**src/sv/sot_pkg.sv**
```systemverilog
// ----------------------------------------------------------------------------
// Shape overlap tester package
// Operation codes and stream field layout shared by the block and its checker.
// ----------------------------------------------------------------------------
package sot_pkg;

    // operation codes (carried on s_tuser)
    localparam int OP_W = 3;
    localparam logic [OP_W-1:0] OP_CIRC_CIRC = 3'd0;
    localparam logic [OP_W-1:0] OP_RECT_RECT = 3'd1;
    localparam logic [OP_W-1:0] OP_CIRC_RECT = 3'd2;
    localparam logic [OP_W-1:0] OP_PT_CIRC   = 3'd3;
    localparam logic [OP_W-1:0] OP_PT_RECT   = 3'd4;
    localparam logic [OP_W-1:0] OP_BLK_CIRC  = 3'd5;
    localparam logic [OP_W-1:0] OP_BLK_RECT  = 3'd6;
    localparam logic [OP_W-1:0] OP_NONE      = 3'd7;

    // field widths
    localparam int COORD_W = 20;   // signed Q16.4
    localparam int SIZE_W  = 19;   // unsigned Q15.4

    // input tdata layout, lowest field first
    localparam int A_X_LSB      = 0;
    localparam int A_Y_LSB      = A_X_LSB + COORD_W;
    localparam int A_RADIUS_LSB = A_Y_LSB + COORD_W;
    localparam int A_WIDTH_LSB  = A_RADIUS_LSB + SIZE_W;
    localparam int A_HEIGHT_LSB = A_WIDTH_LSB + SIZE_W;
    localparam int B_X_LSB      = A_HEIGHT_LSB + SIZE_W;
    localparam int B_Y_LSB      = B_X_LSB + COORD_W;
    localparam int B_RADIUS_LSB = B_Y_LSB + COORD_W;
    localparam int B_WIDTH_LSB  = B_RADIUS_LSB + SIZE_W;
    localparam int B_HEIGHT_LSB = B_WIDTH_LSB + SIZE_W;
    localparam int IN_FIELDS_W  = B_HEIGHT_LSB + SIZE_W;
    localparam int IN_TDATA_W   = ((IN_FIELDS_W + 7) / 8) * 8;

    // output tdata layout
    localparam int HIT_BIT     = 0;
    localparam int OUT_TDATA_W = 8;

    // internal arithmetic widths
    localparam int EXT_W  = COORD_W + 2;   // corner plus size, and differences
    localparam int MAG_W  = EXT_W - 1;     // absolute distance along one axis
    localparam int RAD_W  = SIZE_W + 1;    // sum of two radii
    localparam int SQ_W   = 2 * MAG_W;
    localparam int DIST_W = SQ_W + 1;
    localparam int RSQ_W  = 2 * RAD_W;

endpackage

```
**src/sv/shape_overlap_tester_unit.sv**
```systemverilog
// ----------------------------------------------------------------------------
// Shape overlap tester
// One geometric hit test per beat: circle, rectangle, point and block tests.
// ----------------------------------------------------------------------------
//  channel | direction | tdata                          | tuser
//  s_*     | in        | a_x..b_height, 194 bits packed | operation (3 bits)
//  m_*     | out       | hit in bit 0                   | -
//
//  One beat per cycle sustained while m_tready is high; an input beat passes the
//  input register and the result register, around the test logic, to its result beat.
//  The test logic is one squared-distance unit (two axis squares and a radius
//  square) plus the rectangle comparators.
//  rst_n clears both valid flags; data registers are not reset.
//  A stall on m_tready holds the result and backs up into s_tready only once
//  both registers are full.
// ----------------------------------------------------------------------------
module shape_overlap_tester_unit
(
    input  logic                            clk,
    input  logic                            rst_n,
    input  logic                            s_tvalid,
    output logic                            s_tready,
    // a_x, a_y, a_radius, a_width, a_height, b_x, b_y, b_radius, b_width,
    // b_height, zero pad
    input  logic [sot_pkg::IN_TDATA_W-1:0]  s_tdata,
    // operation
    input  logic [sot_pkg::OP_W-1:0]        s_tuser,
    output logic                            m_tvalid,
    input  logic                            m_tready,
    // hit, zero pad
    output logic [sot_pkg::OUT_TDATA_W-1:0] m_tdata
);

    localparam int CW = sot_pkg::COORD_W;
    localparam int SW = sot_pkg::SIZE_W;
    localparam int EW = sot_pkg::EXT_W;
    localparam int MW = sot_pkg::MAG_W;
    localparam int RW = sot_pkg::RAD_W;

    // input register
    logic                       in_valid_reg;
    logic [sot_pkg::OP_W-1:0]   op_reg;
    logic signed [CW-1:0]       a_x_reg, a_y_reg, b_x_reg, b_y_reg;
    logic [SW-1:0]              a_radius_reg, a_width_reg, a_height_reg;
    logic [SW-1:0]              b_radius_reg, b_width_reg, b_height_reg;

    // result register
    logic                       out_valid_reg;
    logic                       hit_reg;
    logic                       hit_next;

    logic                       advance;

    // extended coordinates
    logic signed [EW-1:0]       ax, ay, bx, by, aw, ah, bw, bh;
    logic signed [EW-1:0]       axw, ayh, bxw, byh;

    logic [MW-1:0]              dx_mag, dy_mag;
    logic [RW-1:0]              rad;
    logic [sot_pkg::SQ_W-1:0]   dx_sq, dy_sq;
    logic [sot_pkg::DIST_W-1:0] dist_sq;
    logic [sot_pkg::RSQ_W-1:0]  rad_sq;
    logic                       circle_hit, rect_hit, point_hit, block_hit;

    function automatic logic [MW-1:0] abs_mag(input logic signed [EW-1:0] v);
        logic signed [EW-1:0] n;
        n = -v;
        return v[EW-1] ? n[MW-1:0] : v[MW-1:0];
    endfunction

    function automatic logic [MW-1:0] max_mag(input logic [MW-1:0] p,
                                              input logic [MW-1:0] q);
        return (p > q) ? p : q;
    endfunction

    // distance from a to the span [lo, hi], zero when inside
    function automatic logic [MW-1:0] clamp_mag(input logic signed [EW-1:0] a,
                                                input logic signed [EW-1:0] lo,
                                                input logic signed [EW-1:0] hi);
        logic signed [EW-1:0] below;
        logic signed [EW-1:0] above;
        below = lo - a;
        above = a - hi;
        if (a < lo)
        begin
            return below[MW-1:0];
        end
        else if (a > hi)
        begin
            return above[MW-1:0];
        end
        return '0;
    endfunction

    assign advance  = !out_valid_reg || m_tready;
    assign s_tready = !in_valid_reg || advance;

    always_ff @(posedge clk or negedge rst_n)
    begin
        if (!rst_n)
        begin
            in_valid_reg  <= 1'b0;
            out_valid_reg <= 1'b0;
        end
        else
        begin
            if (s_tready)
            begin
                in_valid_reg <= s_tvalid;
            end
            if (advance)
            begin
                out_valid_reg <= in_valid_reg;
            end
        end
    end

    always_ff @(posedge clk)
    begin
        if (s_tvalid && s_tready)
        begin
            op_reg       <= s_tuser;
            a_x_reg      <= s_tdata[sot_pkg::A_X_LSB +: CW];
            a_y_reg      <= s_tdata[sot_pkg::A_Y_LSB +: CW];
            a_radius_reg <= s_tdata[sot_pkg::A_RADIUS_LSB +: SW];
            a_width_reg  <= s_tdata[sot_pkg::A_WIDTH_LSB +: SW];
            a_height_reg <= s_tdata[sot_pkg::A_HEIGHT_LSB +: SW];
            b_x_reg      <= s_tdata[sot_pkg::B_X_LSB +: CW];
            b_y_reg      <= s_tdata[sot_pkg::B_Y_LSB +: CW];
            b_radius_reg <= s_tdata[sot_pkg::B_RADIUS_LSB +: SW];
            b_width_reg  <= s_tdata[sot_pkg::B_WIDTH_LSB +: SW];
            b_height_reg <= s_tdata[sot_pkg::B_HEIGHT_LSB +: SW];
        end
        if (advance && in_valid_reg)
        begin
            hit_reg <= hit_next;
        end
    end

    assign ax = EW'(a_x_reg);
    assign ay = EW'(a_y_reg);
    assign bx = EW'(b_x_reg);
    assign by = EW'(b_y_reg);
    assign aw = {{(EW-SW){1'b0}}, a_width_reg};
    assign ah = {{(EW-SW){1'b0}}, a_height_reg};
    assign bw = {{(EW-SW){1'b0}}, b_width_reg};
    assign bh = {{(EW-SW){1'b0}}, b_height_reg};

    assign axw = ax + aw;
    assign ayh = ay + ah;
    assign bxw = bx + bw;
    assign byh = by + bh;

    // Pick the per-axis distances and radius for the circle tests. For a block
    // the farthest corner decides, and it is the farthest edge on each axis.
    always_comb
    begin
        dx_mag = '0;
        dy_mag = '0;
        rad    = '0;
        case (op_reg)
            sot_pkg::OP_CIRC_CIRC:
            begin
                dx_mag = abs_mag(ax - bx);
                dy_mag = abs_mag(ay - by);
                rad    = {1'b0, a_radius_reg} + {1'b0, b_radius_reg};
            end
            sot_pkg::OP_CIRC_RECT:
            begin
                dx_mag = clamp_mag(ax, bx, bxw);
                dy_mag = clamp_mag(ay, by, byh);
                rad    = {1'b0, a_radius_reg};
            end
            sot_pkg::OP_PT_CIRC:
            begin
                dx_mag = abs_mag(ax - bx);
                dy_mag = abs_mag(ay - by);
                rad    = {1'b0, b_radius_reg};
            end
            sot_pkg::OP_BLK_CIRC:
            begin
                dx_mag = max_mag(abs_mag(ax - bx), abs_mag(axw - bx));
                dy_mag = max_mag(abs_mag(ay - by), abs_mag(ayh - by));
                rad    = {1'b0, b_radius_reg};
            end
            default:
            begin
                dx_mag = '0;
                dy_mag = '0;
                rad    = '0;
            end
        endcase
    end

    assign dx_sq   = sot_pkg::SQ_W'(dx_mag) * sot_pkg::SQ_W'(dx_mag);
    assign dy_sq   = sot_pkg::SQ_W'(dy_mag) * sot_pkg::SQ_W'(dy_mag);
    assign rad_sq  = sot_pkg::RSQ_W'(rad) * sot_pkg::RSQ_W'(rad);
    assign dist_sq = {1'b0, dx_sq} + {1'b0, dy_sq};

    assign circle_hit = dist_sq <= sot_pkg::DIST_W'(rad_sq);
    assign rect_hit   = (ax <= bxw) && (ay <= byh) && (axw >= bx) && (ayh >= by);
    assign point_hit  = (ax >= bx) && (ay >= by) && (ax <= bxw) && (ay <= byh);
    assign block_hit  = (ax >= bx) && (ay >= by) && (axw <= bxw) && (ayh <= byh);

    always_comb
    begin
        case (op_reg) inside
            sot_pkg::OP_CIRC_CIRC, sot_pkg::OP_CIRC_RECT,
            sot_pkg::OP_PT_CIRC, sot_pkg::OP_BLK_CIRC:
                hit_next = circle_hit;
            sot_pkg::OP_RECT_RECT:
                hit_next = rect_hit;
            sot_pkg::OP_PT_RECT:
                hit_next = point_hit;
            sot_pkg::OP_BLK_RECT:
                hit_next = block_hit;
            default:
                hit_next = 1'b0;
        endcase
    end

    assign m_tvalid = out_valid_reg;
    assign m_tdata  = {{(sot_pkg::OUT_TDATA_W-1){1'b0}}, hit_reg};

endmodule

```
**config.mk**
```make
export PLATFORM = sky130hd
export DESIGN_NAME = shape_overlap_tester_unit
export DESIGN_NICKNAME = d
export VERILOG_FILES = /design/src/sv/sot_pkg.sv /design/src/sv/shape_overlap_tester_unit.sv
export SDC_FILE = /design/constraint.sdc
export NUM_CORES = 2
export LEC_CHECK = 0
export BUFFER_PORTS_ARGS = -buffer_cell sky130_fd_sc_hd__buf_2
export CORE_ASPECT_RATIO = 0.75
export CORE_MARGIN = 2
export CORE_UTILIZATION = 66
export DETAILED_ROUTE_END_ITERATION = 12
export GPL_TIMING_DRIVEN = 0
export HOLD_SLACK_MARGIN = 0.05
export PLACE_DENSITY = 0.93
export SLEW_MARGIN = 20
export SYNTH_ARGS = -nofsm -noshare
export SYNTH_HDL_FRONTEND = slang
export SYNTH_SLANG_ARGS = --single-unit
```
**constraint.sdc**
```tcl
create_clock -name clk -period 19 [get_ports clk]
set_input_delay 1.9 -clock clk [delete_from_list [all_inputs] [get_ports clk]]
set_output_delay 1.9 -clock clk [all_outputs]
set_load 0.03 [all_outputs]
```
# Word-level counts from Yosys, hierarchy flattened
# Index checks and enable logic that the tools add are counted.
# totals
register_bits	200
out_inout_bits	10
# classes
add_sub_neg	18
n_mul	3
magnitude_cmp	15
eq_ne	6
muxes	25
n_reduce_logical	18
# ops
op	count
$mux 21	12
$pmux 21 s3	2
$add 20x20->21	4
$mul 21x21->42	2
$neg 21->21	4
$sub 20x20->21	4
$pmux 20 s3	1
$sub 21x20->22	2
$add 42x42->43	1
$le 43x40->1	1
$ge 21x20->1	2
$gt 20x21->1	2
$gt 21x21->1	2
$le 20x21->1	2
$le 21x21->1	2
$sub 20x21->21	2
$ge 20x20->1	2
$lt 20x20->1	2
$mul 20x20->40	1
$add 19x19->20	1
$logic_and 1x1->1	10
$mux 1	10
$eq 3x3->1 const B	3
$eq 3x2->1 const B	2
other kinds (6)	9

# Logic depth before layout (Yosys ltp)
# depth
word_depth	11
ltp_mapped	87
depth_no_buf	81

# Worst setup path before layout
# Ideal clock, no wire load.
# synth_timing
path_kind	reg-to-reg
startpoint	register a_x_reg[1]
endpoint	register hit_reg, data pin
t_arrival_ns	16.111
slack_ns	2.618
stages_incl_launch_ff	80
n_path_buf	5
synth_period_minus_slack_ns	16.382
path_cell_list	edfxtp_1 -> inv_1 -> fa_1 -> nor2b_1 -> o21ai_0 -> a21boi_0 -> o21ai_0 -> a21boi_0 -> o21ai_0 -> a21boi_0 -> o31a_1 -> o211ai_1 -> nand2_1 -> a41o_1 -> nor2_1 -> xnor2_1 -> ha_1 -> clkbuf_1 -> (+44 left out) -> a21oi_1 -> nor2_1 -> nand4_1 -> nand2_1 -> a21o_1 -> a211oi_1 -> a211oi_1 -> ha_1 -> nand4_1 -> nor3_1 -> nor3b_1 -> o2111ai_1 -> nand3_1 -> a21oi_1 -> o21ai_0 -> a21oi_1 -> nand4_1 -> o221ai_1
# synth_via
elab_chain_len	11
elab_cells_between_ends	39
cone_classes	8 x add/sub; 1 x mul; 8 x order compare; 14 x mux; 8 x reduce/logical
# synth_rtl
item	line_no	rtl
start: declaration	shape_overlap_tester_unit.sv:43	logic signed [CW-1:0] a_x_reg, a_y_reg, b_x_reg, b_y_reg;
start signal: assignment	shape_overlap_tester_unit.sv:123	a_x_reg <= s_tdata[sot_pkg::A_X_LSB +: CW];
$add 20x20->21	shape_overlap_tester_unit.sv:149	assign axw = ax + aw;
$sub 21x20->22	shape_overlap_tester_unit.sv:182	dx_mag = max_mag(abs_mag(ax - bx), abs_mag(axw - bx));
$neg 21->21	shape_overlap_tester_unit.sv:67	n = -v;
$mux 21	shape_overlap_tester_unit.sv:68	return v[EW-1] ? n[MW-1:0] : v[MW-1:0];
$gt 21x21->1	shape_overlap_tester_unit.sv:73	return (p > q) ? p : q;
$mux 21	shape_overlap_tester_unit.sv:73	
$pmux 21 s3	shape_overlap_tester_unit.sv:161	case (op_reg)
$mul 21x21->42	shape_overlap_tester_unit.sv:195	assign dx_sq = sot_pkg::SQ_W'(dx_mag) * sot_pkg::SQ_W'(dx_mag);
$add 42x42->43	shape_overlap_tester_unit.sv:198	assign dist_sq = {1'b0, dx_sq} + {1'b0, dy_sq};
$le 43x40->1	shape_overlap_tester_unit.sv:200	assign circle_hit = dist_sq <= sot_pkg::DIST_W'(rad_sq);
$mux 1 (*)	shape_overlap_tester_unit.sv:207	case (op_reg) inside
named net hit_next	shape_overlap_tester_unit.sv:50	logic hit_next;
end signal: assignment	shape_overlap_tester_unit.sv:136	hit_reg <= hit_next;
end: declaration	shape_overlap_tester_unit.sv:49	logic hit_reg;
# Mark *: on every way through the listed nets, which the timed path passes. The rest lies on a longest branch. The select of a mux whose other input is x is not followed.
# A chain may end at the register's enable or synchronous reset.

# Worst setup path in the final report
# layout_timing
startpoint	register a_y_reg[1]
endpoint	register hit_reg, data pin
# layout_via
elab_chain_len	11
elab_cells_between_ends	39
cone_classes	8 x add/sub; 1 x mul; 8 x order compare; 14 x mux; 8 x reduce/logical
# layout_rtl
item	line_no	rtl
start: declaration	shape_overlap_tester_unit.sv:43	
start signal: assignment	shape_overlap_tester_unit.sv:124	a_y_reg <= s_tdata[sot_pkg::A_Y_LSB +: CW];
$add 20x20->21	shape_overlap_tester_unit.sv:150	assign ayh = ay + ah;
$sub 21x20->22	shape_overlap_tester_unit.sv:183	dy_mag = max_mag(abs_mag(ay - by), abs_mag(ayh - by));
$neg 21->21	shape_overlap_tester_unit.sv:67	
$mux 21	shape_overlap_tester_unit.sv:68	
$gt 21x21->1	shape_overlap_tester_unit.sv:73	
$mux 21	shape_overlap_tester_unit.sv:73	
$pmux 21 s3	shape_overlap_tester_unit.sv:161	
$mul 21x21->42	shape_overlap_tester_unit.sv:196	assign dy_sq = sot_pkg::SQ_W'(dy_mag) * sot_pkg::SQ_W'(dy_mag);
$add 42x42->43	shape_overlap_tester_unit.sv:198	
$le 43x40->1	shape_overlap_tester_unit.sv:200	
$mux 1 (*)	shape_overlap_tester_unit.sv:207	
named net hit_next	shape_overlap_tester_unit.sv:50	
# Marked as above.

==> results.py <==
metrics = {
    "logic_synthesis": {
        "synth-edff-count": 198,
        "synth_warnings": 0,
        "ys_types": 98,
        "synth_seq_area_share": 0.09883,
        "synth_cells": 6824,
        "async_flop_share": 0.01000,
        "synth_flop_cell": "edfxtp_1",
        "synth_most_common_cell": "inv_1",
        "synthTopCellsByArea": "fa_1 (33%), ha_1 (16%), edfxtp_1 (9.8%), inv_1 (8.8%), nor2_1 (3.7%)",
        "synth_area_per_cell_sq_um": 8.891,
        "synth-seq-cells": 200,
        "syn_area_sq_um": 60670,
        "yosys.area.top_type_share": 0.3283,
        "ys_top_cells_by_count": "inv_1 (1,422), fa_1 (995), ha_1 (780)",
        "synth_area_leader_cell": "fa_1",
    },
    "clock_network": {
        "cts_tree": "yes",
        "cts.sinks": 200,
        "cts-htree-levels": 4,
        "cts_made_buffers": 17,
        "cts_buffer_depth": 2,
        "root_buffer": "clkbuf_16",
        "worstSkewPairLatency_ns": 0.48,
        "path_clk_slew_ns": 0.09,
    },
    "drt": {
        "drc": 0,
        "antenna_left": 0,
        "finalWirelength_microns": 187800,
        "dr.pass1.iters": 8,
        "drtIter0Drc": 6011,
        "via_per_inst": 6.276,
        "post_drt_wl_per_cell_microns": 22.58,
        "vias": 52210,
    },
    "worst_setup_path": {
        "worstPathArrival_ns": 18.93,
        "start_kind": "register",
        "r2r_setup_slack_ns": 0.27,
        "end_kind": "register",
        "crit_top_cell": "fa_1",
        "crit_fanout": 10,
        "critPathMaxStageDelay_ns": 0.59,
        "critical_path_class": "reg2reg",
        "critPathSlowestCell": "fa_1",
        "required_ns": 19.20,
    },
    "sta": {
        "period_needed_ns": 18.73,
        "finalSetupTns_ns": 0,
        "slew_violations": 0,
        "relSlewSlack": 0.1997,
        "tightestPinTransition_ns": 1.185,
        "hold_violations": 0,
        "finalSetupViolations": 0,
        "fmax_ghz": 0.05338,
        "finClkSkew_ns": 0.02025,
        "finalCritPeriodShare": 0.9860,
    },
    "cells_and_area": {
        "fillers": 6603,
        "regArea_sq_um": 5996,
        "area_growth_pct": 6.907,
        "multiInputGateArea_sq_um": 49050,
        "drive_above_1_share": 0.07430,
        "fin_nets": 9062,
    },
    "global_routing": {
        "grtUsageTotal": 0.4005,
        "grt_max_degree": 63,
        "antenna_found_initial": 3,
        "grt_pass1_vias": 54210,
        "overflow": 0,
        "grt_first_pass_wirelength_microns": 291400,
    },
    "place": {
        "gp_routability_congestion": 1.032,
        "port_buffers": 203,
        "place_hpwl_microns": 159500,
    },
    "run": {
        "drv_cap": 0,
    },
    "floorplanning": {
        "die_w_microns": 354.1,
        "die_area_sq_um": 94390,
        "top_level_ports": 217,
        "initial_utilization": 0.6646,
        "coreArea_sq_um": 91290,
        "die_h_microns": 266.6,
        "placementRows": 96,
    },
    "status": {
        "status": "finished clean",
    },
    "hold_path": {
        "hold_class": "reg2reg",
    },
}
==> cells in the final DEF, fill, tap and decap left out, types with 82 or more instances in the layout <==
master and count:
fa_1 995, edfxtp_1 198, o21ai_0 184, a21oi_1 304, ha_1 778, clkbuf_1 95, a21o_1 172, nand2b_1 82
inv_1 1417, buf_2 235, nand2_1 494, nor2_1 595, xnor2_1 232, xor2_1 111
==> critical path, delay by kind of cell, from the launching register on <==
family                     cells  cell delay, ns
and+or+nand+nor               14            2.89
buffers and inverters          9            2.25
DFF                            1            0.54
xor gates and xnor gates       2            0.74
AOI/OAI and AO/OA             33            6.49
adders and majority gates     13            5.51
==> timing repair <==
action	CTS	global route
setup buffers	6	18
hold buffers	0	0
resized for setup	101	111
endpoints found under the setup margin	1	1
pin swaps	5	12
==> layout make-up <==
| cell class | count | share of cell area |
|---|---|---|
| multi-input cells | 4996 | 0.7563 |
| flip-flops and latches | 200 | 0.09244 |
| repair buffers | 242 | 0.02143 |
| clock buffers | 17 | 0.006559 |
| clock inverters | 15 | 0.002701 |
| plain buffers | 186 | 0.01337 |
| diodes | 1 | 0.00003858 |
| inverters | 1437 | 0.08351 |
| well taps | 1225 | 0.02363 |
==> kinds of logic (layout without fill, tap and decap cells) <==
logic type      Yosys count  after routing  share of synthesized area
mux                      42             42                   0.007342
flops                   200            200                    0.09883
fa+ha+maj              1775           1775                     0.4892
xor+xnor                347            347                    0.05009
compound gates         1147           1147                     0.1244
simple gates           1678           1678                     0.1279
other cells               1              8                 0.00006181
buf+inv                1634           1897                     0.1022
==> per-layer routing <==
metal  track usage  routed length [microns]
met5             0                        9
met4        0.1899                    10740
met3        0.1112                    25780
met2        0.6262                    82690
met1        0.5179                    68630
==> final timing paths <==
kind | depth (start not counted) | from | to
worst max-delay path | 71 | a_y_reg[1]$_DFFE_PP_ | hit_reg$_DFFE_PP_
worst min-delay path | 1 | in_valid_reg$_DFFE_PN0N_ | m_tvalid$_DFFE_PN0P_
worst max register to register | 71 | a_y_reg[1]$_DFFE_PP_ | hit_reg$_DFFE_PP_
worst min register to register | 1 | in_valid_reg$_DFFE_PN0N_ | m_tvalid$_DFFE_PN0P_
max in group asynchronous | 1 | rst_n | m_tvalid$_DFFE_PN0P_
min in group asynchronous | 1 | rst_n | in_valid_reg$_DFFE_PN0N_
==> stage by stage <==
stage	setup slack, ns	util	hold slack [ns]	instance area (sq um)	instances
2_1_floorplan	2.618	-	0.4490	60690	6830
3_3_place_gp	-3.157	0.6928	0.4642	63240	8258
3_5_place_dp	-2.996	0.6955	0.4889	63490	8273
4_1_cts	0.0004263	0.7058	0.5097	64430	8304
5_1_grt	-0.08546	0.7105	0.5246	64860	8318
6_report	0.2665	0.7105	0.5088	64860	8319
Power is not shown: default switching activity piles up to over one toggle a cycle in this logic, so the estimate is an artifact.
